`src/rtl/ghsoc_pkg.sv`:
```
package ghsoc_pkg;

   localparam logic [1:0] REQ_LOAD     = 2'd0;
   localparam logic [1:0] REQ_CLASSIFY = 2'd1;
   localparam logic [1:0] REQ_CLEAR    = 2'd2;

   localparam logic CSR_CELL_SIZE = 1'b0;
   localparam logic CSR_THRESHOLD = 1'b1;

   localparam int CsrIndexWidth = 8;
   localparam int CfgWidth      = 14;
   localparam int CoordWidth    = 16;
   localparam int CountWidth    = 20;
   localparam logic [CountWidth-1:0] COUNT_MAX = '1;

   typedef struct packed {
      logic [1:0]             req_type;
      logic signed [15:0]     point_x;
      logic signed [15:0]     point_y;
      logic signed [15:0]     point_z;
   } req_payload_type;

   typedef struct packed {
      logic                   is_obstacle;
      logic signed [15:0]     out_x;
      logic signed [15:0]     out_y;
      logic signed [15:0]     out_z;
      logic [19:0]            obstacle_total;
   } rsp_payload_type;

   // Command handed from the binning front end to the grid back end.
   typedef struct packed {
      logic [1:0]             req_type;
      logic                   in_grid;
      logic signed [15:0]     point_x;
      logic signed [15:0]     point_y;
      logic signed [15:0]     point_z;
   } cmd_base_type;

endpackage

```
`src/rtl/ghsoc_queue.sv`:
```
module ghsoc_queue
   import ghsoc_pkg::*;
#(
   parameter int Width = 8
) (
   input  logic             clock,
   input  logic             reset,
   input  logic             wr_valid,
   output logic             wr_ready,
   input  logic [Width-1:0] wr_data,
   output logic             rd_valid,
   input  logic             rd_ready,
   output logic [Width-1:0] rd_data
);

   // Two-entry queue between front and back end.
   logic [Width-1:0] slot_ff [2];
   logic [1:0]       fill_ff, fill_in;
   logic             head_ff, head_in;
   logic             push, pop;

   assign wr_ready = (fill_ff != 2'd2);
   assign rd_valid = (fill_ff != 2'd0);
   assign rd_data  = slot_ff[head_ff];
   assign push     = wr_valid & wr_ready;
   assign pop      = rd_valid & rd_ready;
   assign fill_in  = fill_ff + {1'b0, push} - {1'b0, pop};
   assign head_in  = head_ff ^ pop;

   always_ff @(posedge clock) begin
      if (reset) begin
         fill_ff <= '0;
         head_ff <= 1'b0;
      end else begin
         fill_ff <= fill_in;
         head_ff <= head_in;
      end
      if (push) slot_ff[head_ff ^ fill_ff[0]] <= wr_data;
   end

endmodule

```
`config.mk`:
```
export PLATFORM = sky130hd
export DESIGN_NAME = ghsoc_queue
export DESIGN_NICKNAME = d
export VERILOG_FILES = /design/src/rtl/ghsoc_pkg.sv /design/src/rtl/ghsoc_queue.sv
export SDC_FILE = /design/constraint.sdc
export NUM_CORES = 1
export LEC_CHECK = 0
export CAP_MARGIN = 20
export CORE_MARGIN = 2
export CORE_UTILIZATION = 60
export CTS_BUF_LIST = sky130_fd_sc_hd__clkbuf_8
export CTS_CLUSTER_SIZE = 8
export DETAILED_ROUTE_END_ITERATION = 10
export DONT_BUFFER_PORTS = 1
export MAX_ROUTING_LAYER = met4
export PLACE_DENSITY = 0.88
export SYNTH_ARGS = -nofsm -noshare
export SYNTH_HDL_FRONTEND = slang
export SYNTH_SLANG_ARGS = --single-unit
```
`constraint.sdc`:
```
create_clock -name clock -period 2.8 [get_ports clock]
set_input_delay 0.56 -clock clock [delete_from_list [all_inputs] [get_ports clock]]
set_output_delay 0.56 -clock clock [all_outputs]
set_load 0.03 [all_outputs]
```
# ---- Word level (Yosys, flattened, before mapping)
# Memory sizes are Yosys's and may differ from the RTL's. A register that Yosys moved wholly into a read port is not among the register bits.
# Index checks and enable logic that the tools add are counted.
dict set report classes {
  n_addsub 2
  eq_ne 1
  mux 3
  bitwise_logic 4
  n_reduce_logical 1
}
# cell count
set ops {}
lappend ops {{$mux W1} 3}
lappend ops {{$add A2 B1 Y2} 1}
lappend ops {{$and A1 B1 Y1} 2}
lappend ops {{$ne A2 B2 Y1 const B} 1}
lappend ops {{$reduce_bool A2 Y1} 1}
lappend ops {{$sub A2 B1 Y2} 1}
lappend ops {{$xor A1 B1 Y1} 2}
dict set report word_totals {
  register_bits 3
  ramBits 16
  inputBits 12
  output_inout_bits 10
  word_cells 14
  mem_count 1
}
# name words word_bits rd rd_ports_with_merged_regs write_ports line
set mem_list {}
lappend mem_list {slot_ff 2 8 1 1 1 ghsoc_queue.sv:17} ;# logic [Width-1:0] slot_ff [2];

# ---- Depth between registers and ports, before layout
# Gate-level depths: netlist of run 1.
dict set report logic_depth {
  ltp_word 4
  ltp_mapped 7
  ltp_nobuf 7
}

# ---- Worst setup path after synthesis of run 1
# OpenSTA, ideal clock, no wires.
dict set report synth_timing {
  path_type {register to register}
  from {reg fill_ff[0]}
  to {reg fill_ff[1]}
  arrival_time_ns 1.462
  required_time_ns 2.690
  path_slack_ns 1.228
  path_stages_with_launch 8
  path_buffers 0
  cell_sequence {dfxtp_1 > or2b_1 > nand2_1 > ha_1 > inv_1 > ha_1 > xnor3_1 > nor2_1}
}
dict set report synth_between {
  elab_chain_len 4
  elab_cells_between_ends 6
  classes_between {2 x add/sub; 1 x eq/ne; 2 x bitwise; 1 x reduce/logical}
}
# item line
set synth_lines {}
lappend synth_lines {{from (decl)} ghsoc_queue.sv:18} ;# logic [1:0] fill_ff, fill_in;
lappend synth_lines {{from (signal assigned)} ghsoc_queue.sv:35} ;# fill_ff <= fill_in;
lappend synth_lines {{$ne A2 B2 Y1} ghsoc_queue.sv:22} ;# assign wr_ready = (fill_ff != 2'd2);
lappend synth_lines {{net wr_ready} ghsoc_queue.sv:9} ;# output logic wr_ready,
lappend synth_lines {{$and A1 B1 Y1} ghsoc_queue.sv:25} ;# assign push = wr_valid & wr_ready;
lappend synth_lines {{$add A2 B1 Y2} ghsoc_queue.sv:27} ;# assign fill_in = fill_ff + {1'b0, push} - {1'b0, pop};
lappend synth_lines {{$sub A2 B1 Y2} ghsoc_queue.sv:27}
# The timed path passes the listed nets, and every way through them passes these cells.
# A chain may end at the register's enable or synchronous reset.

==> impl_metrics.json, run 1 <==
{
  "status": "finished clean",
  "cts_tree": "yes",
  "crit_type": "reg -> out",
  "cts_hold_repair.buffers": 0,
  "synth_edf_count": 16,
  "cts.clk_slew.worst_paths_ns": 0.06,
  "yosys.cell_types.count": 17,
  "fin_crit_ns": 1.93,
  "clock_sinks": 19,
  "worst_pin_slew_ns": 0.756,
  "worstPathArrival_ns": 1.37,
  "start_kind": "flip-flop",
  "synth_top_family_by_area": "multiplexers",
  "synth_flop_cell": "edfxtp_1",
  "crit_chain": "mux2_2",
  "synth_nets": 61,
  "portBuffers": 0,
  "cts_max_path_buffers": 2,
  "first_iter_violations": 5,
  "cpMaxStageDelayCell": "dfxtp_1",
  "yosysSeqAreaShare_pct": 68.6,
  "design.die.area_sq_mm": 0.00162,
  "ir_drop_mv": 0.572,
  "final.period_utilization_pct": 68.8,
  "worst_setup_path_end_kind": "output pin",
  "required_ns": 2.24,
  "crit_family": "flip-flops",
  "max_slew_margin_pct": 49.5,
  "ys_seq_elements": 19,
  "syn_to_final_growth_pct": 7.14,
  "cts_resized": 0,
  "synthAdderAreaFrac_pct": 3.17,
  "grt_antenna_before_repair": 0,
  "rsz0062_at_grt": "no",
  "power_density_mw_per_mm2": 1100,
  "root_buffer": "clkbuf_8",
  "worst_path_largest_cell_delay_ns": 0.63,
  "synth_top_area_cell": "edfxtp_1",
  "cap_violations": 0,
  "start_util_pct": 62.1,
  "clk_latency_ns": 0.24,
  "syn-instance-count": 47,
  "rows": 13,
  "finClkSkew_ns": 0.000676,
  "nets": 65,
  "synth_common_cells": "edfxtp_1 (16), mux2_2 (8), dfxtp_1 (3), nor2b_1 (3)",
  "fillers": 95,
  "drtAntennaViolNets": 0,
  "avgSynthCellArea_sq_um": 16.8,
  "muxShareOfSynthArea_pct": 13.3,
  "yosysMostFrequentCell": "edfxtp_1",
  "synth_area_sq_um": 788,
  "synth_warnings": 0,
  "num_io_pins": 22,
  "firstDrtPassIters": 4,
  "vias": 375,
  "critPathBufInv": 0,
  "setup_viol": 0,
  "dieHeight_um": 40.2,
  "async_flop_share_pct": 0,
  "track_usage_pct": 16.6,
  "core_sq_mm": 0.00127,
  "viasPerCell": 5.77,
  "grt_pass1_wl_mm": 1.59,
  "fin_tns_setup_ns": 0,
  "drive_gt1_share_pct": 26.0,
  "synthSimpleGateAreaFrac_pct": 7.78,
  "finalHoldViolations": 0,
  "wl_per_cell_um": 16.7,
  "leakagePower_nw": 0.306,
  "synth-xor-area-share_pct": 2.86,
  "synth.area.top_cells": "edfxtp_1 (61%), mux2_2 (11%), dfxtp_1 (7.6%)",
  "maxSlewViolCount": 0,
  "overflow": 0,
  "grt_pass1_vias": 372,
  "post_cts_buffers": 0,
  "fmax_mhz": 519,
  "h-tree-depth": 1,
  "grt_max_degree": 15,
  "die_x_um": 40.2,
  "hp-class": "in -> reg",
  "worst-path-max-fanout": 14,
  "diodes": 0,
  "synth_top_area_share_pct": 61.0,
  "gp_congestion": 0.650,
  "totalWireLength_mm": 1.08,
  "synth_compound_area_share_pct": 2.86,
  "drc": 0,
  "cts_inserted_buffers": 3,
  "hold_ws_ns": 0.377,
  "dpl.hpwl_um": 804
}
logic make-up after synthesis:
group                      count (synthesis)
muxes                                      9
xor gates and xnor gates                   1
buffers and inverters                      2
DFF                                       19
AOI/OAI and AO/OA                          3
and+or+nand+nor                           11
adders and majority gates                  2
where the power goes:
| group | internal [mW] | total (mW) | switching (mW) |
|---|---|---|---|
| Clock | 0.0970 | 0.172 | 0.0752 |
| Combinational | 0.118 | 0.319 | 0.201 |
| Sequential | 0.390 | 0.438 | 0.0486 |
| Total | 0.605 | 0.930 | 0.325 |
flip-flops by register name, indices dropped and copies added, names as in the netlist:
| register | count |
|---|---|
| head_ff | 1 |
| slot_ff | 16 |
| fill_ff | 2 |
per-layer routing:
| metal | vias up | routed length, um | part of all wire (%) | GRT usage [%] |
|---|---|---|---|---|
| li1 | 179 | - | - | - |
| met1 | 182 | 384 | 35 | 15.4 |
| met2 | 14 | 632 | 58 | 31.5 |
| met3 | 0 | 67 | 6.2 | 2.22 |
| met4 | 0 | 0 | 0 | 10.0 |
| met5 | - | 0 | 0 | - |
cell type report:
type                            instances  area (sq um)  area share [%]
Tap cell                               15          18.8            2.22
Sequential cell                        19           541            64.0
Clock buffer                            3          41.3            4.89
Inverter                                1          3.75           0.444
Multi-Input combinational cell         26           236            28.0
Clock inverter                          1          3.75           0.444
worst register-to-register path: cells and delay by family (launching register included):
kind,cells,cell delay (ns)
flip-flops,1,0.46
AND/OR/NAND/NOR,1,0.37
AO/OA/AOI/OAI,1,0.59
through the flow:
step	instance area, sq um	utilization [%]	total power [mW]	worst slack (ns)	std cells
after global routing	845	66.6	0.978	0.790	65
after CTS	845	66.6	0.942	0.857	65
final	845	66.6	0.930	0.874	65
after global placement	800	63.0	0.742	1.05	61
after floorplan	788	-	0.722	1.23	47
after detailed placement	800	63.0	0.767	0.993	61
cell usage in the layout (no fill, tap or decap):
master and instances:
nor2_1 2, or2_2 1, or2b_1 1, nor3b_1 1, nand2_1 2, mux2_2 8
dfxtp_1 3, o21a_1 2, ha_1 2, xnor3_1 1, mux2_4 1, nor2b_1 3
a21boi_1 1, or3_1 1, edfxtp_1 16, inv_1 2, clkbuf_8 3
final timing paths:
kind,start,end,slack [ns],cells past startpoint
max,head_ff$_SDFF_PP0_,rd_data[0],0.87,1
min,reset,fill_ff[1]$_SDFF_PP0_,0.38,1
max reg2reg,head_ff$_SDFF_PP0_,slot_ff[0][7]$_DFFE_PP_,1.01,2
min reg2reg,fill_ff[1]$_SDFF_PP0_,fill_ff[1]$_SDFF_PP0_,0.75,2
(Power assumes the default switching activity.)
==> run 2: changes to the inputs <==
- CORE_UTILIZATION: 60 -> 57
- PLACE_DENSITY: 0.88 -> 0.87
- clock period: 2.8 -> 1.62 ns (I/O delays scaled with it)
==> run 2 against run 1 <==
Sequential cell count did not move; worst hold slack got worse by 0.25 ns; count of clock-buffer cells in the layout did not move; sequential share of layout area fell by 2.0 points; setup slack got worse by 0.78 ns; combinational power rose by 89%; non-clock buffer count rose by 4; cell area rose by 4.0%; via count rose by 7.2%; critical endpoint is now rd_data[3]; largest cell class unchanged; highest routed layer is now met4.
==> impl_metrics.json, run 2 (synthesis results as in run 1) <==
{
  "crit_family": "flip-flops",
  "drive_gt1_share_pct": 37.0,
  "portBuffers": 0,
  "fmax_mhz": 653,
  "fin_crit_ns": 1.53,
  "worst_setup_path_end_kind": "output pin",
  "firstDrtPassIters": 3,
  "crit_type": "reg -> out",
  "cap_violations": 0,
  "totalWireLength_mm": 1.16,
  "worst_pin_slew_ns": 0.267,
  "final_cell_mix": "edfxtp_1 (16), mux2_2 (8), buf_4 (4)",
  "start_kind": "flip-flop",
  "finClkSkew_ns": 0.00294,
  "worstPathArrival_ns": 1.21,
  "m1WireLength_um": 398,
  "cts_max_path_buffers": 2,
  "first_iter_violations": 9,
  "worst-path-max-fanout": 14,
  "post_cts_buffers": 0,
  "timing.final.ws_setup_ns": 0.0897,
  "track_usage_pct": 17.3,
  "root_buffer": "clkbuf_8",
  "overflow": 0,
  "nets": 69,
  "power_density_mw_per_mm2": 1910,
  "cts_inserted_buffers": 3,
  "grt_antenna_before_repair": 0,
  "vias": 402,
  "die_x_um": 41.2,
  "fin_tns_setup_ns": 0,
  "ir_drop_mv": 0.901,
  "num_io_pins": 22,
  "viasPerCell": 5.83,
  "leakagePower_nw": 0.327,
  "maxSlewViolCount": 0,
  "multiInputGateArea_sq_um": 236,
  "required_ns": 1.30,
  "highest_layer": "met4",
  "crit_chain": "mux2_2",
  "core_sq_mm": 0.00130,
  "cpMaxStageDelayCell": "dfxtp_2",
  "rsz0062_at_grt": "no",
  "design.die.area_sq_mm": 0.00170,
  "grt_pass1_wl_mm": 1.61,
  "seqCellArea_sq_um": 544,
  "final_common_cell": "edfxtp_1",
  "largest_register_ffs": 16,
  "setup_viol": 0,
  "max_slew_margin_pct": 82.2,
  "drc": 0,
  "h-tree-depth": 1,
  "dp_slack_ns": 0.0861,
  "start_util_pct": 60.6,
  "hp-class": "in -> reg",
  "dpl.hpwl_um": 894,
  "routed-wl-met3_um": 123,
  "syn_to_final_growth_pct": 11.4,
  "grt_pass1_vias": 386,
  "diodes": 0,
  "drtAntennaViolNets": 0,
  "finalHoldViolations": 0,
  "rows": 13,
  "grt_max_degree": 15,
  "final.period_utilization_pct": 94.5,
  "fillers": 89,
  "cts_tree": "yes",
  "gp_congestion": 0.818,
  "status": "finished clean",
  "wl_per_cell_um": 16.8,
  "worst_path_largest_cell_delay_ns": 0.49,
  "critPathBufInv": 0,
  "cts.clk_slew.worst_paths_ns": 0.06,
  "clock_sinks": 19,
  "clk_latency_ns": 0.25,
  "dieHeight_um": 41.2,
  "wl_met2_um": 573
}
-- run 2: changes by cell type in the layout (fill, tap and decap cells not counted), sizes merged --
cell | before | now
buf | 0 | 4
-- run 2: per-layer routing --
metal	track usage, %	up-vias
li1	-	188
met3	9.78	7
met2	25.0	22
met4	16.1	0
met5	-	-
met1	15.8	185
-- run 2: area by class of cell --
type | count | area share, %
clock buffers | 3 | 4.70
inverters | 1 | 0.427
flip-flops and latches | 19 | 62.0
well taps | 15 | 2.14
clock inverters | 1 | 0.427
multi-input cells | 26 | 26.9
repair buffers | 4 | 3.42
-- run 2: report_power, final --
| group | switching [mW] | leakage (nW) | internal (mW) |
|---|---|---|---|
| clock | 0.143 | 0.0269 | 0.168 |
| sequential | 0.0801 | 0.175 | 0.678 |
| combinational | 0.359 | 0.125 | 0.245 |
| total | 0.582 | 0.327 | 1.09 |
-- run 2: worst paths after layout --
path	startpoint	depth (start not counted)	slack, ns	to
max	head_ff$_SDFF_PP0_	1	0.09	rd_data[3]
min reg2reg	fill_ff[1]$_SDFF_PP0_	2	0.66	fill_ff[1]$_SDFF_PP0_
min	reset	1	0.12	fill_ff[0]$_SDFF_PP0_
max reg2reg	fill_ff[1]$_SDFF_PP0_	7	0.12	fill_ff[1]$_SDFF_PP0_
-- run 2: what timing repair did --
action | CTS | global route
pin swaps | 0 | 0
hold buffers | 0 | 0
endpoints found under the setup margin | 8 | 1
gates resized for setup | 1 | 2
-- run 2: per-stage QoR --
stage                     hold WS, ns  util (%)  instance area [sq um]  total power, mW  instances
after floorplan                 0.396         -                    788             1.25         47
after global placement          0.398      63.7                    830             1.34         65
after detailed placement        0.399      63.7                    830             1.37         65
after CTS                       0.124      67.3                    876             1.69         69
after global routing            0.111      67.5                    878             1.77         69
final                           0.122      67.5                    878             1.67         69
