$ cat config.mk
export PLATFORM = sky130hd
export DESIGN_NAME = ghsoc_front
export DESIGN_NICKNAME = d
export VERILOG_FILES = /design/src/rtl/ghsoc_pkg.sv /design/src/rtl/ghsoc_front.sv
export SDC_FILE = /design/constraint.sdc
export NUM_CORES = 1
export LEC_CHECK = 0
export ABC_AREA = 1
export CAP_MARGIN = 20
export CORE_ASPECT_RATIO = 1.1
export CORE_MARGIN = 2
export CORE_UTILIZATION = 30
export DETAILED_ROUTE_END_ITERATION = 16
export DONT_BUFFER_PORTS = 1
export GPL_TIMING_DRIVEN = 0
export HOLD_SLACK_MARGIN = 0.1
export MAX_ROUTING_LAYER = met4
export SYNTH_ARGS = -nofsm -noshare
export SYNTH_HDL_FRONTEND = slang
export SYNTH_SLANG_ARGS = --single-unit
$ cat constraint.sdc
create_clock -name clock -period 8.5 [get_ports clock]
set_input_delay 1.275 -clock clock [delete_from_list [all_inputs] [get_ports clock]]
set_output_delay 1.275 -clock clock [all_outputs]
set_load 0.03 [all_outputs]
$ cat src/rtl/ghsoc_pkg.sv
package ghsoc_pkg;

   localparam logic [1:0] REQ_LOAD     = 2'd0;
   localparam logic [1:0] REQ_CLASSIFY = 2'd1;
   localparam logic [1:0] REQ_CLEAR    = 2'd2;

   localparam logic CSR_CELL_SIZE = 1'b0;
   localparam logic CSR_THRESHOLD = 1'b1;

   localparam int CsrIndexWidth = 8;
   localparam int CfgWidth      = 14;
   localparam int CoordWidth    = 16;
   localparam int CountWidth    = 20;
   localparam logic [CountWidth-1:0] COUNT_MAX = '1;

   typedef struct packed {
      logic [1:0]             req_type;
      logic signed [15:0]     point_x;
      logic signed [15:0]     point_y;
      logic signed [15:0]     point_z;
   } req_payload_type;

   typedef struct packed {
      logic                   is_obstacle;
      logic signed [15:0]     out_x;
      logic signed [15:0]     out_y;
      logic signed [15:0]     out_z;
      logic [19:0]            obstacle_total;
   } rsp_payload_type;

   // Command handed from the binning front end to the grid back end.
   typedef struct packed {
      logic [1:0]             req_type;
      logic                   in_grid;
      logic signed [15:0]     point_x;
      logic signed [15:0]     point_y;
      logic signed [15:0]     point_z;
   } cmd_base_type;

endpackage

$ cat src/rtl/ghsoc_front.sv
module ghsoc_front
   import ghsoc_pkg::*;
#(
   parameter int GRID_DIM = 512,
   parameter int IdxWidth = $clog2(GRID_DIM)
) (
   input  logic                  clock,
   input  logic                  reset,
   input  logic [CfgWidth-1:0]   edge_len,
   input  logic                  in_valid,
   output logic                  in_ready,
   input  req_payload_type       in_data,
   output logic                  cmd_valid,
   input  logic                  cmd_ready,
   output cmd_base_type          cmd_base,
   output logic [2*IdxWidth-1:0] cmd_cell
);

   localparam logic [1:0] ST_IDLE = 2'd0;
   localparam logic [1:0] ST_DIV  = 2'd1;
   localparam logic [1:0] ST_OUT  = 2'd2;
   localparam int  QW       = 17;
   localparam int  CntWidth = $clog2(QW + 1);
   localparam logic signed [QW+1:0] HalfDim = (QW+2)'(GRID_DIM / 2);
   localparam logic signed [QW+1:0] DimS    = (QW+2)'(GRID_DIM);

   logic [1:0]           state_ff, state_in;
   req_payload_type      item_ff, item_in;
   logic                 axis_ff, axis_in;
   logic [CntWidth-1:0]  count_ff, count_in;
   logic [QW-1:0]        quot_ff, quot_in;
   logic [CfgWidth:0]    rem_ff, rem_in;
   logic [CfgWidth-1:0]  div_ff, div_in;
   logic                 neg_ff, neg_in;
   logic [IdxWidth-1:0]  ix_ff, ix_in;
   logic                 ok_ff, ok_in;
   logic [IdxWidth-1:0]  iz_ff, iz_in;

   logic [QW-1:0]        mag;
   logic [CfgWidth:0]    trial;
   logic                 take;
   logic signed [QW+1:0] fq;
   logic signed [QW+1:0] idx;
   logic                 idx_ok;
   logic [IdxWidth-1:0]  idx_bits;
   logic signed [15:0]   coord;

   assign in_ready  = (state_ff == ST_IDLE);
   assign cmd_valid = (state_ff == ST_OUT);
   assign cmd_base  = '{req_type: item_ff.req_type, in_grid: ok_ff,
                        point_x: item_ff.point_x, point_y: item_ff.point_y,
                        point_z: item_ff.point_z};
   assign cmd_cell  = {ix_ff, iz_ff};

   // Magnitude of the coordinate of the current axis.
   assign coord = axis_ff ? item_ff.point_z : item_ff.point_x;
   assign mag   = coord[15] ? QW'(-32'(coord)) : QW'(coord);

   // One restoring step of the unsigned divide.
   assign trial = {rem_ff[CfgWidth-1:0], mag[CntWidth'(QW - 1) - count_ff]};
   assign take  = trial >= {1'b0, div_ff};

   // Floor quotient and grid index once the divide is done.
   always_comb begin
      fq = neg_ff ? -$signed({2'b00, quot_ff}) -
                    $signed({{(QW+1){1'b0}}, (rem_ff != '0)})
                  : $signed({2'b00, quot_ff});
      idx = HalfDim + fq;
      if (idx == -1) idx = '0;
      idx_ok   = (idx >= 0) && (idx < DimS);
      idx_bits = idx[IdxWidth-1:0];
   end

   always_comb begin
      state_in = state_ff;
      item_in  = item_ff;
      axis_in  = axis_ff;
      count_in = count_ff;
      quot_in  = quot_ff;
      rem_in   = rem_ff;
      div_in   = div_ff;
      neg_in   = neg_ff;
      ix_in    = ix_ff;
      ok_in    = ok_ff;
      iz_in    = iz_ff;
      unique case (state_ff)
         ST_IDLE: begin
            if (in_valid) begin
               item_in  = in_data;
               axis_in  = 1'b0;
               count_in = '0;
               quot_in  = '0;
               rem_in   = '0;
               div_in   = (edge_len == '0) ? CfgWidth'(1) : edge_len;
               neg_in   = in_data.point_x[15];
               ok_in    = 1'b1;
               state_in = (in_data.req_type == REQ_LOAD ||
                           in_data.req_type == REQ_CLASSIFY) ? ST_DIV : ST_OUT;
            end
         end
         ST_DIV: begin
            if (count_ff == CntWidth'(QW)) begin
               ok_in = ok_ff & idx_ok;
               if (!axis_ff) begin
                  ix_in    = idx_bits;
                  axis_in  = 1'b1;
                  count_in = '0;
                  quot_in  = '0;
                  rem_in   = '0;
                  neg_in   = item_ff.point_z[15];
               end else begin
                  iz_in    = idx_bits;
                  state_in = ST_OUT;
               end
            end else begin
               rem_in   = take ? trial - {1'b0, div_ff} : trial;
               quot_in  = {quot_ff[QW-2:0], take};
               count_in = count_ff + 1'b1;
            end
         end
         ST_OUT: begin
            if (cmd_ready) state_in = ST_IDLE;
         end
         default: state_in = ST_IDLE;
      endcase
   end

   always_ff @(posedge clock) begin
      if (reset) state_ff <= ST_IDLE;
      else       state_ff <= state_in;
      item_ff  <= item_in;
      axis_ff  <= axis_in;
      count_ff <= count_in;
      quot_ff  <= quot_in;
      rem_ff   <= rem_in;
      div_ff   <= div_in;
      neg_ff   <= neg_in;
      ix_ff    <= ix_in;
      ok_ff    <= ok_in;
      iz_ff    <= iz_in;
   end

endmodule

* Word level (Yosys, flattened, before mapping)
Cells that the tools add are included.
** Word-level totals
- Register bits :: 124
- Output and inout port bits :: 71
** Operators by class
- Add/sub/neg operators :: 7
- Order comparisons :: 4
- Equal/unequal tests :: 11
- Muxes and demuxes :: 35
- Bitwise operators :: 2
- Reduce and logical (&&, ||, !) cells :: 14
** Operators by type and width (number)
- two-way mux 17 bit :: 4
- two-way mux 15 bit :: 4
- two-way mux 19 bit :: 2
- one-hot mux 17 bit (2 select lines) :: 1
- one-hot mux 15 bit (2 select lines) :: 1
- adder 10 x 19 -> 19 bit, first input constant :: 1
- == test 19 x 1 -> 1 bit, second input constant :: 1
- >= comparator 19 x 1 -> 1 bit, second input constant :: 1
- < comparator 19 x 11 -> 1 bit, second input constant :: 1
- negator 17 -> 19 bit :: 1
- subtractor 19 x 2 -> 19 bit :: 1
- negator 16 -> 17 bit :: 1
- two-way mux 16 bit :: 1
- >= comparator 15 x 14 -> 1 bit :: 1
- two-way mux 5 bit :: 3
- nonzero test 15 bit :: 1
- subtractor 15 x 14 -> 15 bit :: 1
- zero test 14 bit :: 1
- AND reduction 3 bit :: 4
- two-way mux 2 bit :: 5
- one-hot mux 5 bit (2 select lines) :: 1
- two-way mux 1 bit :: 8
- != test 2 bit, second input constant :: 4
- AND reduction 4 bit :: 2
- other kinds (18) :: 22

* Longest topological paths before layout
Gate-level depths: netlist (run 1).
- Depth in word-level cells :: 11
- Depth in mapped cells :: 33

* Worst setup path before layout (run 1)
Ideal clock, no wire load.
- Path type :: input to register
- From :: input port in_valid
- To :: register item_ff, in the netlist cmd_base[0], enable pin
- Setup time :: 486 ps
- Arrival time :: 3970 ps
- Path slack :: 4044 ps
- Stages :: 2
- Cells stage by stage :: inv_1 -> nor2_1
** On the way
- Longest elaborated chain between the ends :: 1
** RTL lines
- start, declared :: line ghsoc_front.sv:10 : input logic in_valid,
- AND reduction 2 bit (no source line)
- end signal, assigned :: line ghsoc_front.sv:131 : item_ff <= item_in;
- end, declared :: line ghsoc_front.sv:28 : req_payload_type item_ff, item_in;
Every way passes these cells.
A chain may end at the register's enable or synchronous reset.

* Worst setup path after layout (run 1)
- From :: register item_ff, in the netlist cmd_base[32]
- To :: register rem_ff[14] (data pin)
** On the way
- Longest elaborated chain between the ends :: 9
** RTL lines
- two-way mux 16 bit (*) :: line ghsoc_front.sv:56 : assign coord = axis_ff ? item_ff.point_z : item_ff.point_x;
- negator 16 -> 17 bit :: line ghsoc_front.sv:57 : assign mag = coord[15] ? QW'(-32'(coord)) : QW'(coord);
- two-way mux 17 bit (*) :: line ghsoc_front.sv:57
- binary-select mux 1 bit (select 5 bit) (*) :: line ghsoc_front.sv:60 : assign trial = {rem_ff[CfgWidth-1:0], mag[CntWidth'(QW - 1) - count_ff]};
- two-way mux 1 bit (implied by the code) (*) :: line ghsoc_front.sv:60
- subtractor 15 x 14 -> 15 bit or >= comparator 15 x 14 -> 1 bit (tied branches) :: line ghsoc_front.sv:116, ghsoc_front.sv:61
- two-way mux 15 bit (*) :: line ghsoc_front.sv:116 : rem_in = take ? trial - {1'b0, div_ff} : trial;
- two-way mux 15 bit (*) :: line ghsoc_front.sv:102 : if (count_ff == CntWidth'(QW)) begin
- one-hot mux 15 bit (2 select lines) (*) :: line ghsoc_front.sv:86 : unique case (state_ff)
- end signal, assigned :: line ghsoc_front.sv:135 : rem_ff <= rem_in;
- end, declared :: line ghsoc_front.sv:32 : logic [CfgWidth:0] rem_ff, rem_in;
Every way passes the cells marked *; elsewhere a longest branch is shown, timed or not. The select of a mux whose other input is x is not followed.

==> results of run 1 <==
==> critical path: cells and delay by family, from the launching register on <==
family | cells | cell delay (ns)
AOI/OAI and AO/OA | 6 | 1.38
adders and majority gates | 3 | 0.84
buffers and inverters | 1 | 0.09
DFF | 1 | 0.53
and+or+nand+nor | 16 | 1.75
==> metal layers <==
metal	vias up	global-route usage	part of all wire
li1	3092	-	-
met1	2809	0.1677	0.45
met2	190	0.2281	0.48
met3	12	0.03709	0.057
met4	0	0.04388	0.011
met5	-	-	0
==> path summary, 6_finish.rpt <==
path	startpoint	cells after the start	slack, ns	end
max	cmd_base[32]	26	3.75	rem_ff[14]
min	ok_ff	2	0.57	ok_ff
max reg2reg	cmd_base[32]	26	3.75	rem_ff[14]
min reg2reg	ok_ff	2	0.57	ok_ff
==> cell type report <==
cell class	count	area (sq um)	area share
flip-flops and latches	124	3704	0.4193
multi-input cells	634	3430	0.3882
inverters	125	471.7	0.05340
well taps	346	432.9	0.04901
clock buffers	17	425.4	0.04816
clock inverters	15	173.9	0.01969
plain buffers	28	130.1	0.01473
repair buffers	4	66.31	0.007507
==> placed cells by master, fill, tap and decap left out, types with 5 or more instances in the layout <==
cell	instances
a21oi_1	52
clkbuf_1	22
clkbuf_16	17
edfxtp_1	122
ha_1	40
inv_1	120
inv_6	7
nand2_1	231
nand2_2	10
nand3_1	55
nand3_2	11
nand4_1	18
nor2_1	78
nor2_2	10
nor2_4	5
nor3_1	10
nor4_1	5
o21ai_0	38
o21ai_1	8
or2_2	5
xnor2_1	10
xor2_1	8
==> power by group through the flow <==
stage | clock [mW] | combinational, mW | sequential, mW
after floorplan | 0 | 1.08 | 0.981
after global placement | 0 | 1.34 | 1.01
after detailed placement | 0 | 1.38 | 0.998
after CTS | 0.758 | 1.38 | 0.988
after global routing | 0.779 | 1.59 | 1.00
final | 0.739 | 1.38 | 0.986
==> through the flow <==
stage / total power [mW] / hold slack, ns / instances / setup slack [ns] / utilization
finish: 3.109 / 0.5730 / 1293 / 3.749 / 0.3497
global route: 3.373 / 0.6220 / 1293 / 3.265 / 0.3497
CTS: 3.130 / 0.5795 / 1292 / 3.771 / 0.3494
detailed placement: 2.375 / 0.5617 / 1260 / 3.797 / 0.3256
global placement: 2.352 / 0.5411 / 1257 / 3.023 / 0.3225
floorplan: 2.060 / 0.5130 / 911 / 4.044 / -
==> registers in the layout (all words and copies together) (netlist names) <==
name      cells
neg_ff        1
ix_ff         9
count_ff      5
ok_ff         1
rem_ff       15
cmd_base     50
quot_ff      17
state_ff      2
div_ff       14
iz_ff         9
axis_ff       1
==> cell families after synthesis <==
kind of cell	after synthesis	share of synthesized area
AOI/OAI and AO/OA	121	0.08742
xor gates and xnor gates	18	0.02043
adders and majority gates	41	0.06747
buffers and inverters	153	0.07801
DFF	124	0.4801
muxes	2	0.002595
and+or+nand+nor	452	0.2640
==> metrics.md, run 1 <==
| Metric | Value |
|---|---|
| Status | `completed` |
| EDFF count, synth | `122` |
| Antenna violations before repair | `0` |
| Vias in the first global route | `5,835` |
| Clk_skew | `0.01171 ns` |
| Ys Warns | `0` |
| # nets final | `1,043` |
| Cell taking the most area after synthesis | `edfxtp_1` |
| Worst slew margin | `0.4501` |
| Via/cell ratio | `4.720` |
| Slowest-stage cell, CP | `edfxtp_1` |
| Placed cell areas | `8227 sq um` |
| GRT Residual Overflow | `0` |
| Clk slew on worst S/H paths | `0.07 ns` |
| Post-synthesis instance area | `7715 sq um` |
| Residual DRC | `0` |
| Row cnt | `61` |
| FFs w/ async S/R, synth | `0` |
| CTS tree | `built` |
| Share of cells above drive strength 1 | `0.1014` |
| Kind of critical path | `flop to flop` |
| Fin crit share | `0.5589` |
| Post-synth top area share | `0.4749` |
| Die span in x | `156.9 microns` |
| Most common cell on crit path | `nand2_1` |
| Largest net degree at the start of global routing | `37` |
| Initial Utilization | `0.3054` |
| Tmin final | `4.751 ns` |
| Final Hold Vio Count | `0` |
| Worst-Skew Late Latency | `0.43 ns` |
| Crit-path max cell delay | `0.53 ns` |
| Synth Register Bits | `124` |
| Max-Cap Viols | `0` |
| Most frequent cell after synthesis | `nand2_1` |
| Int Pwr | `1.741 mW` |
| Routed len/inst | `13.64 microns` |
| RD Place Congestion | `0.9211` |
| Clock share of power | `0.238` |
| Synthesized area per cell | `8.469 sq um` |
| Setup TNS | `0 ns` |
| Inserted Clock Buffers | `17` |
| Maximum clock frequency | `210.5 MHz` |
| DR iter-0 viols | `485` |
| RSZ-0062 raised after global routing | `false` |
| Startpoint Class | `flop` |
| Net Sw Power | `1.367 mW` |
| Post-DRT Antenna Nets | `0` |
| H-tree lvl count | `4` |
| Critical Path AT | `5.04 ns` |
| CTS max path bufs | `2` |
| HP Class | `flop to flop` |
| Sequential area share after synthesis | `0.4801` |
| Primary FF master, synth | `edfxtp_1` |
| Reg power frac | `0.317` |
| Power Density | `351.9 nW/um^2` |
| Core ar. | `25,260 sq um` |
| Critical Path RT | `8.78 ns` |
| Worst Tran Pin Value | `0.8230 ns` |
| CTS sink cnt | `124` |
| Resized cells post-CTS | `0` |
| Tot GR Track Use | `0.1392` |
| I/O Pins | `139` |
| Static leakage | `3.756 nW` |
| CP Max Fanout | `5` |
| Post-Route WL | `17.64 mm` |
| Most area-consuming cells after synthesis | `edfxtp_1 (47%), nand2_1 (11%), ha_1 (6.5%)` |
| Slew Viols, Final | `0` |
| Area Overhead vs Synth | `14.50%` |
| # hold bufs at CTS | `0` |
| Diodes inserted | `0` |
| Post-route cell area | `8833 sq um` |
| 1st-pass router iterations | `7` |
| First-pass GRT wire length | `28.50 mm` |
| Clock Tree Root | `clkbuf_16` |
| Peak supply drop | `0.2287 mV` |
| Sw frac | `0.4398` |
| Cell variety after synth | `46` |
| Die area | `27,020 sq um` |
| Post-CTS setup buffers | `0` |
| Endpoints failing setup | `0` |
| Die height | `172.2 microns` |
| Post-DP HPWL | `13.76 mm` |
| Kind of end point of the critical path | `flop` |
| Synth top cells by count | `nand2_1 (231), edfxtp_1 (122), inv_1 (120)` |
| Gate Count Post-Synth | `911` |
| Port buffer count | `0` |
| Post-synthesis net count | `1,020` |
| Logic pwr share | `0.445` |
| Fill count | `2,599` |
| Vias | `6,103` |
(Power assumes the default switching activity.)
==> run 2, diff against run 1 <==
==> constraint.sdc (replaced) <==
create_clock -name clock -period 4.6 [get_ports clock]
set_input_delay 0.69 -clock clock [delete_from_list [all_inputs] [get_ports clock]]
set_output_delay 0.69 -clock clock [all_outputs]
set_load 0.03 [all_outputs]
==> run 2 against run 1 <==
  * Combinational power is 88% higher
  * Wire length is 0.93% higher
  * Worst setup slack worse by 3.4 ns
  * Design area is 0.84% higher
  * Final cell count hardly changed
  * Highest routed layer unchanged
==> metrics.md, run 2 (same netlist as run 1, synthesis figures left out) <==
| Metric | Value |
|---|---|
| Endpoints failing setup | `0 (unchanged)` |
| Inserted Clock Buffers | `17 (unchanged)` |
| Final Hold Vio Count | `0 (unchanged)` |
| Clock Tree Root | `clkbuf_16` |
| Worst Setup SP | `rem_ff[7]` |
| CP top delay family | `simple AND/OR/NAND/NOR gates` |
| Power Density | `650.3 nW/um^2 (+85%)` |
| CTS max path bufs | `2 (unchanged)` |
| # nets final | `1,044 (+0.096%)` |
| Clk_skew | `0.01135 ns (-0.0003545 ns)` |
| Slowest-stage cell, CP | `edfxtp_1` |
| Clock share of power | `0.236 (-0.002)` |
| Kind of critical path | `flop to flop` |
| Routed len/inst | `13.76 microns (+0.85%)` |
| Row cnt | `61 (unchanged)` |
| Die area | `27,020 sq um (unchanged)` |
| Commonest non-fill, non-tap cell in the layout | `nand2_1` |
| Commonest non-fill, non-tap cells in the layout | `nand2_1 (230), edfxtp_1 (122), inv_1 (120)` |
| Port buffer count | `0 (unchanged)` |
| RSZ-0062 raised after global routing | `true` |
| Hold path start | `reset` |
| Core ar. | `25,260 sq um (unchanged)` |
| Setup TNS | `0 ns (unchanged)` |
| First-pass GRT wire length | `28.50 mm (unchanged)` |
| Tot GR Track Use | `0.1392 (unchanged)` |
| Fin crit share | `0.9190 (+0.3600)` |
| Clk slew on worst S/H paths | `0.06 ns (about the same)` |
| Post-DRT Antenna Nets | `0 (unchanged)` |
| Share of cells above drive strength 1 | `0.1181 (+0.01677)` |
| Launching point of the worst reg2reg path | `rem_ff[7]` |
| CTS sink cnt | `124 (unchanged)` |
| GRT Residual Overflow | `0 (unchanged)` |
| Vias | `6,111 (+0.13%)` |
| Kind of end point of the critical path | `flop` |
| H-tree lvl count | `4 (unchanged)` |
| Startpoint Class | `flop` |
| Reg2reg path depth | `26 (unchanged)` |
| Static leakage | `3.776 nW (+0.54%)` |
| Diodes inserted | `0 (unchanged)` |
| CTS tree | `built` |
| Crit-path max cell delay | `0.44 ns (-0.09 ns)` |
| Status | `completed` |
| Hold path depth | `1 (-1)` |
| 1st-pass router iterations | `6 (-1)` |
| HP Class | `input pin to flop` |
| Slew Viols, Final | `0 (unchanged)` |
| Critical Path RT | `4.76 ns (-4.02 ns)` |
| CP Max Fanout | `5 (unchanged)` |
| I/O Pins | `139 (unchanged)` |
| Initial Utilization | `0.3054 (unchanged)` |
| Worst slew margin | `0.4519 (+0.001861)` |
| Max reg flops | `50 (unchanged)` |
| Worst-Skew Late Latency | `0.43 ns (about the same)` |
| Reg power frac | `0.316 (about the same)` |
| Worst Tran Pin Value | `0.8202 ns (-0.002785 ns)` |
| Peak supply drop | `0.4229 mV (+85%)` |
| Crit path buffers/inverters | `2 (+1)` |
| Int Pwr | `3.238 mW (+86%)` |
| Net Sw Power | `2.555 mW (+87%)` |
| # hold bufs at CTS | `0 (unchanged)` |
| Fill count | `2,591 (-0.31%)` |
| Post-Route WL | `17.80 mm (+0.93%)` |
| DR iter-0 viols | `474 (-2.3%)` |
| Vias in the first global route | `5,835 (unchanged)` |
| Die span in x | `156.9 microns (unchanged)` |
| Pre-CTS setup slack | `-0.1026 ns (-3.900 ns)` |
| Antenna violations before repair | `0 (unchanged)` |
| RD Place Congestion | `0.9211 (unchanged)` |
| Max-Cap Viols | `0 (unchanged)` |
| Post-route setup slack | `0.3726 ns (-3.376 ns)` |
| Post-DP HPWL | `13.76 mm (unchanged)` |
| Area Overhead vs Synth | `15.46%` |
| Largest net degree at the start of global routing | `37 (unchanged)` |
| Crit. path cell count | `26 (unchanged)` |
| Tmin final | `4.227 ns (-0.5237 ns)` |
| Residual DRC | `0 (unchanged)` |
| Via/cell ratio | `4.723 (about the same)` |
| Critical Path AT | `4.39 ns (-0.65 ns)` |
| Die height | `172.2 microns (unchanged)` |
| Maximum clock frequency | `236.6 MHz (+12%)` |
| Logic pwr share | `0.449 (+0.004)` |
| Sw frac | `0.4410 (+0.001192)` |
run 2: metal layers:
| layer | GRT usage | up-vias | part of all wire |
|---|---|---|---|
| met5 | - | - | 0 |
| met4 | 0.04388 | 0 | 0.011 |
| met3 | 0.03709 | 12 | 0.061 |
| met2 | 0.2281 | 184 | 0.48 |
| met1 | 0.1677 | 2818 | 0.45 |
| li1 | - | 3097 | - |
run 2: worst paths after layout:
path	endpoint	slack [ns]
worst max-delay path	iz_ff[3]	0.37
worst min-delay path	state_ff[0]	0.33
worst max register to register	iz_ff[3]	0.37
worst min register to register	ok_ff	0.57
run 2: repair_timing:
| action | in CTS | in global routing |
|---|---|---|
| setup buffers | 0 | 0 |
| pin swaps | 0 | 6 |
| setup endpoints to repair | 11 | 34 |
| hold endpoints to repair | 0 | 0 |
| resized for setup | 2 | 19 |
| cloned | 0 | 1 |
run 2: metrics by stage:
step	instance area (sq um)	hold WS, ns	util	power, mW	instances
4_1_cts	8827	0.3109	0.3494	5.786	1292
3_5_place_dp	8227	0.5617	0.3256	4.389	1260
6_report	8907	0.3324	0.3526	5.793	1294
3_3_place_gp	8148	0.5411	0.3225	4.345	1257
2_1_floorplan	7715	0.5130	-	3.806	911
5_1_grt	8907	0.3131	0.3526	6.281	1294
run 2: power by group through the flow:
| stage | Sequential, mW | Combinational, mW | Clock (mW) |
|---|---|---|---|
| 6_report | 1.83 | 2.60 | 1.37 |
| 5_1_grt | 1.86 | 2.99 | 1.44 |
| 4_1_cts | 1.82 | 2.56 | 1.40 |
| 3_5_place_dp | 1.84 | 2.54 | 0 |
| 3_3_place_gp | 1.87 | 2.48 | 0 |
| 2_1_floorplan | 1.81 | 1.99 | 0 |
run 2: final cells by class:
class	instances	area (sq um)	share of cell area
inverter	125	471.7	0.05296
buffer	28	135.1	0.01517
tap	346	432.9	0.04860
sequential	124	3704	0.4158
clock buffer	17	425.4	0.04776
timing repair buffer	4	66.31	0.007445
clock inverter	15	173.9	0.01953
multi-input combinational	635	3498	0.3928
==> run 3, diff against run 2 <==
--- a/config.mk
+++ b/config.mk
@@ -15,6 +15,7 @@
 export GPL_TIMING_DRIVEN = 0
 export HOLD_SLACK_MARGIN = 0.1
 export MAX_ROUTING_LAYER = met4
+export PLACE_DENSITY = 0.49
 export SYNTH_ARGS = -nofsm -noshare
 export SYNTH_HDL_FRONTEND = slang
 export SYNTH_SLANG_ARGS = --single-unit
==> run 3 against run 2 <==
  * Final cell count is 0.39% higher
  * Highest routed layer unchanged
  * Flip-flop and latch count stayed put
  * Clock power hardly changed
  * Via count hardly changed
  * Global-route usage is 0.76 points higher
  * Fmax is 1.7% lower
  * Critical endpoint is now iz_ff[6]
  * Sequential share of layout area is 0.38 points lower
  * Sequential power hardly changed
==> metrics.md, run 3 (same netlist as run 1, synthesis figures left out) <==
| Metric | Value |
|---|---|
| Largest net degree at the start of global routing | `34 (-8.1%)` |
| Commonest non-fill, non-tap cell in the layout | `nand2_1` |
| Placed cell areas | `8239 sq um (+0.15%)` |
| Tmin final | `4.300 ns (+0.07287 ns)` |
| Pwr Total | `5.882 mW (+1.5%)` |
| # nets final | `1,049 (+0.48%)` |
| CTS sink cnt | `124 (unchanged)` |
| First-pass GRT wire length | `29.75 mm (+4.4%)` |
| Via/cell ratio | `4.707 (-0.32%)` |
| Maximum clock frequency | `232.5 MHz (-1.7%)` |
| Row cnt | `61 (unchanged)` |
| Setup TNS | `0 ns (unchanged)` |
| Max reg flops | `50 (unchanged)` |
| CTS max path bufs | `2 (unchanged)` |
| Diodes inserted | `0 (unchanged)` |
| Die height | `172.2 microns (unchanged)` |
| Commonest non-fill, non-tap cells in the layout | `nand2_1 (229), edfxtp_1 (122), inv_1 (119)` |
| Clk_skew | `0.01833 ns (+0.006980 ns)` |
| H-tree lvl count | `4 (unchanged)` |
| Post-layout util | `0.3559 (+0.003269)` |
| HP Class | `input pin to flop` |
| Total area of sequential cells | `3704 sq um (unchanged)` |
| Core ar. | `25,260 sq um (unchanged)` |
| I/O Pins | `139 (unchanged)` |
| RD Place Congestion | `0.8517 (-7.5%)` |
| Static leakage | `3.792 nW (+0.43%)` |
| 1st-pass router iterations | `5 (-1)` |
| Share of cells above drive strength 1 | `0.1322 (+0.01407)` |
| Slew Viols, Final | `0 (unchanged)` |
| Die span in x | `156.9 microns (unchanged)` |
| Post-Route WL | `19.06 mm (+7.0%)` |
| CTS tree | `built` |
| Die area | `27,020 sq um (unchanged)` |
| Antenna violations before repair | `0 (unchanged)` |
| Final Hold Vio Count | `0 (unchanged)` |
| Fill count | `2,627 (+1.4%)` |
| Routed len/inst | `14.67 microns (+6.6%)` |
| Peak supply drop | `0.2665 mV (-37%)` |
| Worst-Skew Late Latency | `0.43 ns (about the same)` |
| Worst Tran Pin Value | `0.6884 ns (-0.1318 ns)` |
| # hold bufs at CTS | `0 (unchanged)` |
| Area of the multi-input gates | `3545 sq um (+1.3%)` |
| Inserted Clock Buffers | `17 (unchanged)` |
| Post-route setup slack | `0.2998 ns (-0.07287 ns)` |
| Residual DRC | `0 (unchanged)` |
| Port buffer count | `0 (unchanged)` |
| Post-DRT Antenna Nets | `0 (unchanged)` |
| Fin crit share | `0.9348 (+0.01584)` |
| Vias | `6,115 (+0.065%)` |
| Pre-CTS setup slack | `-0.1151 ns (-0.01247 ns)` |
| Post-route cell area | `8990 sq um (+0.93%)` |
| GRT Residual Overflow | `0 (unchanged)` |
| Area Overhead vs Synth | `16.53%` |
| DR iter-0 viols | `381 (-20%)` |
| Post-DP HPWL | `14.46 mm (+5.1%)` |
| Endpoints failing setup | `0 (unchanged)` |
| Critical Path AT | `4.45 ns (+0.06 ns)` |
| Vias in the first global route | `5,907 (+1.2%)` |
| Critical Path RT | `4.75 ns (about the same)` |
| Startpoint Class | `flop` |
| Clk slew on worst S/H paths | `0.07 ns (about the same)` |
| Power Density | `654.3 nW/um^2 (+0.61%)` |
| Max-Cap Viols | `0 (unchanged)` |
| Status | `completed` |
| Clock Tree Root | `clkbuf_16` |
| CP Max Fanout | `5 (unchanged)` |
| Tot GR Track Use | `0.1468 (+0.007638)` |
| Kind of critical path | `flop to flop` |
| Worst slew margin | `0.5394 (+0.08744)` |
| Initial Utilization | `0.3054 (unchanged)` |
| Kind of end point of the critical path | `flop` |
[run 3: power by group]
group          internal (mW)  switching, mW
registers               1.55          0.279
clock network          0.773          0.591
logic                  0.913           1.77
[run 3: final timing paths]
kind / slack, ns / end / depth (start not counted) / start
worst max-delay path: 0.30 / iz_ff[6] / 26 / rem_ff[7]
worst min-delay path: 0.33 / state_ff[0] / 1 / reset
worst max register to register: 0.30 / iz_ff[6] / 26 / rem_ff[7]
worst min register to register: 0.60 / quot_ff[1] / 2 / quot_ff[0]
[run 3: repair_timing]
item / CTS / global route
resized for setup: 3 / 30
setup buffers: 0 / 4
setup endpoints to repair: 30 / 34
endpoints found under the hold margin: 0 / 0
cloned: 0 / 1
pin swaps: 0 / 14
[run 3: cell type report]
type,instances,area share
sequential,124,0.4120
clock buffer,17,0.04732
clock inverter,15,0.01865
inverter,125,0.05247
timing repair buffer,9,0.01211
buffer,28,0.01503
multi-input combinational,635,0.3943
tap,346,0.04816
[run 3: layer usage]
metal	GRT usage	wire [microns]
met1	0.1828	8841
met2	0.2412	9177
met3	0.02882	809
met4	0.04667	228
met5	-	0
[run 3: critical path: stages (launching register included)]
cell,delay [ns]
edfxtp_1,0.44
nor4_2,0.35
nand4_1,0.17
nor3_2,0.22
ha_2,0.20
ha_2,0.18
inv_1,0.04
ha_1,0.19
inv_2,0.06
nand2_2,0.06
nand2_1,0.07
nand3b_1,0.09
nand3_1,0.08
nand3_1,0.09
nand2_2,0.12
ha_4,0.14
nand4_1,0.12
nor2_2,0.17
nand2_1,0.08
nor3_2,0.12
nand2_1,0.07
nor2_1,0.10
nand3_1,0.10
nor3_2,0.22
nand3_2,0.19
nor2_4,0.26
nor2_1,0.08
[run 3: through the flow]
stage / hold slack (ns) / cells
after floorplan: 0.5130 / 911
after global placement: 0.5650 / 1257
after detailed placement: 0.5653 / 1261
after CTS: 0.3160 / 1293
after global routing: 0.3138 / 1299
final: 0.3270 / 1299
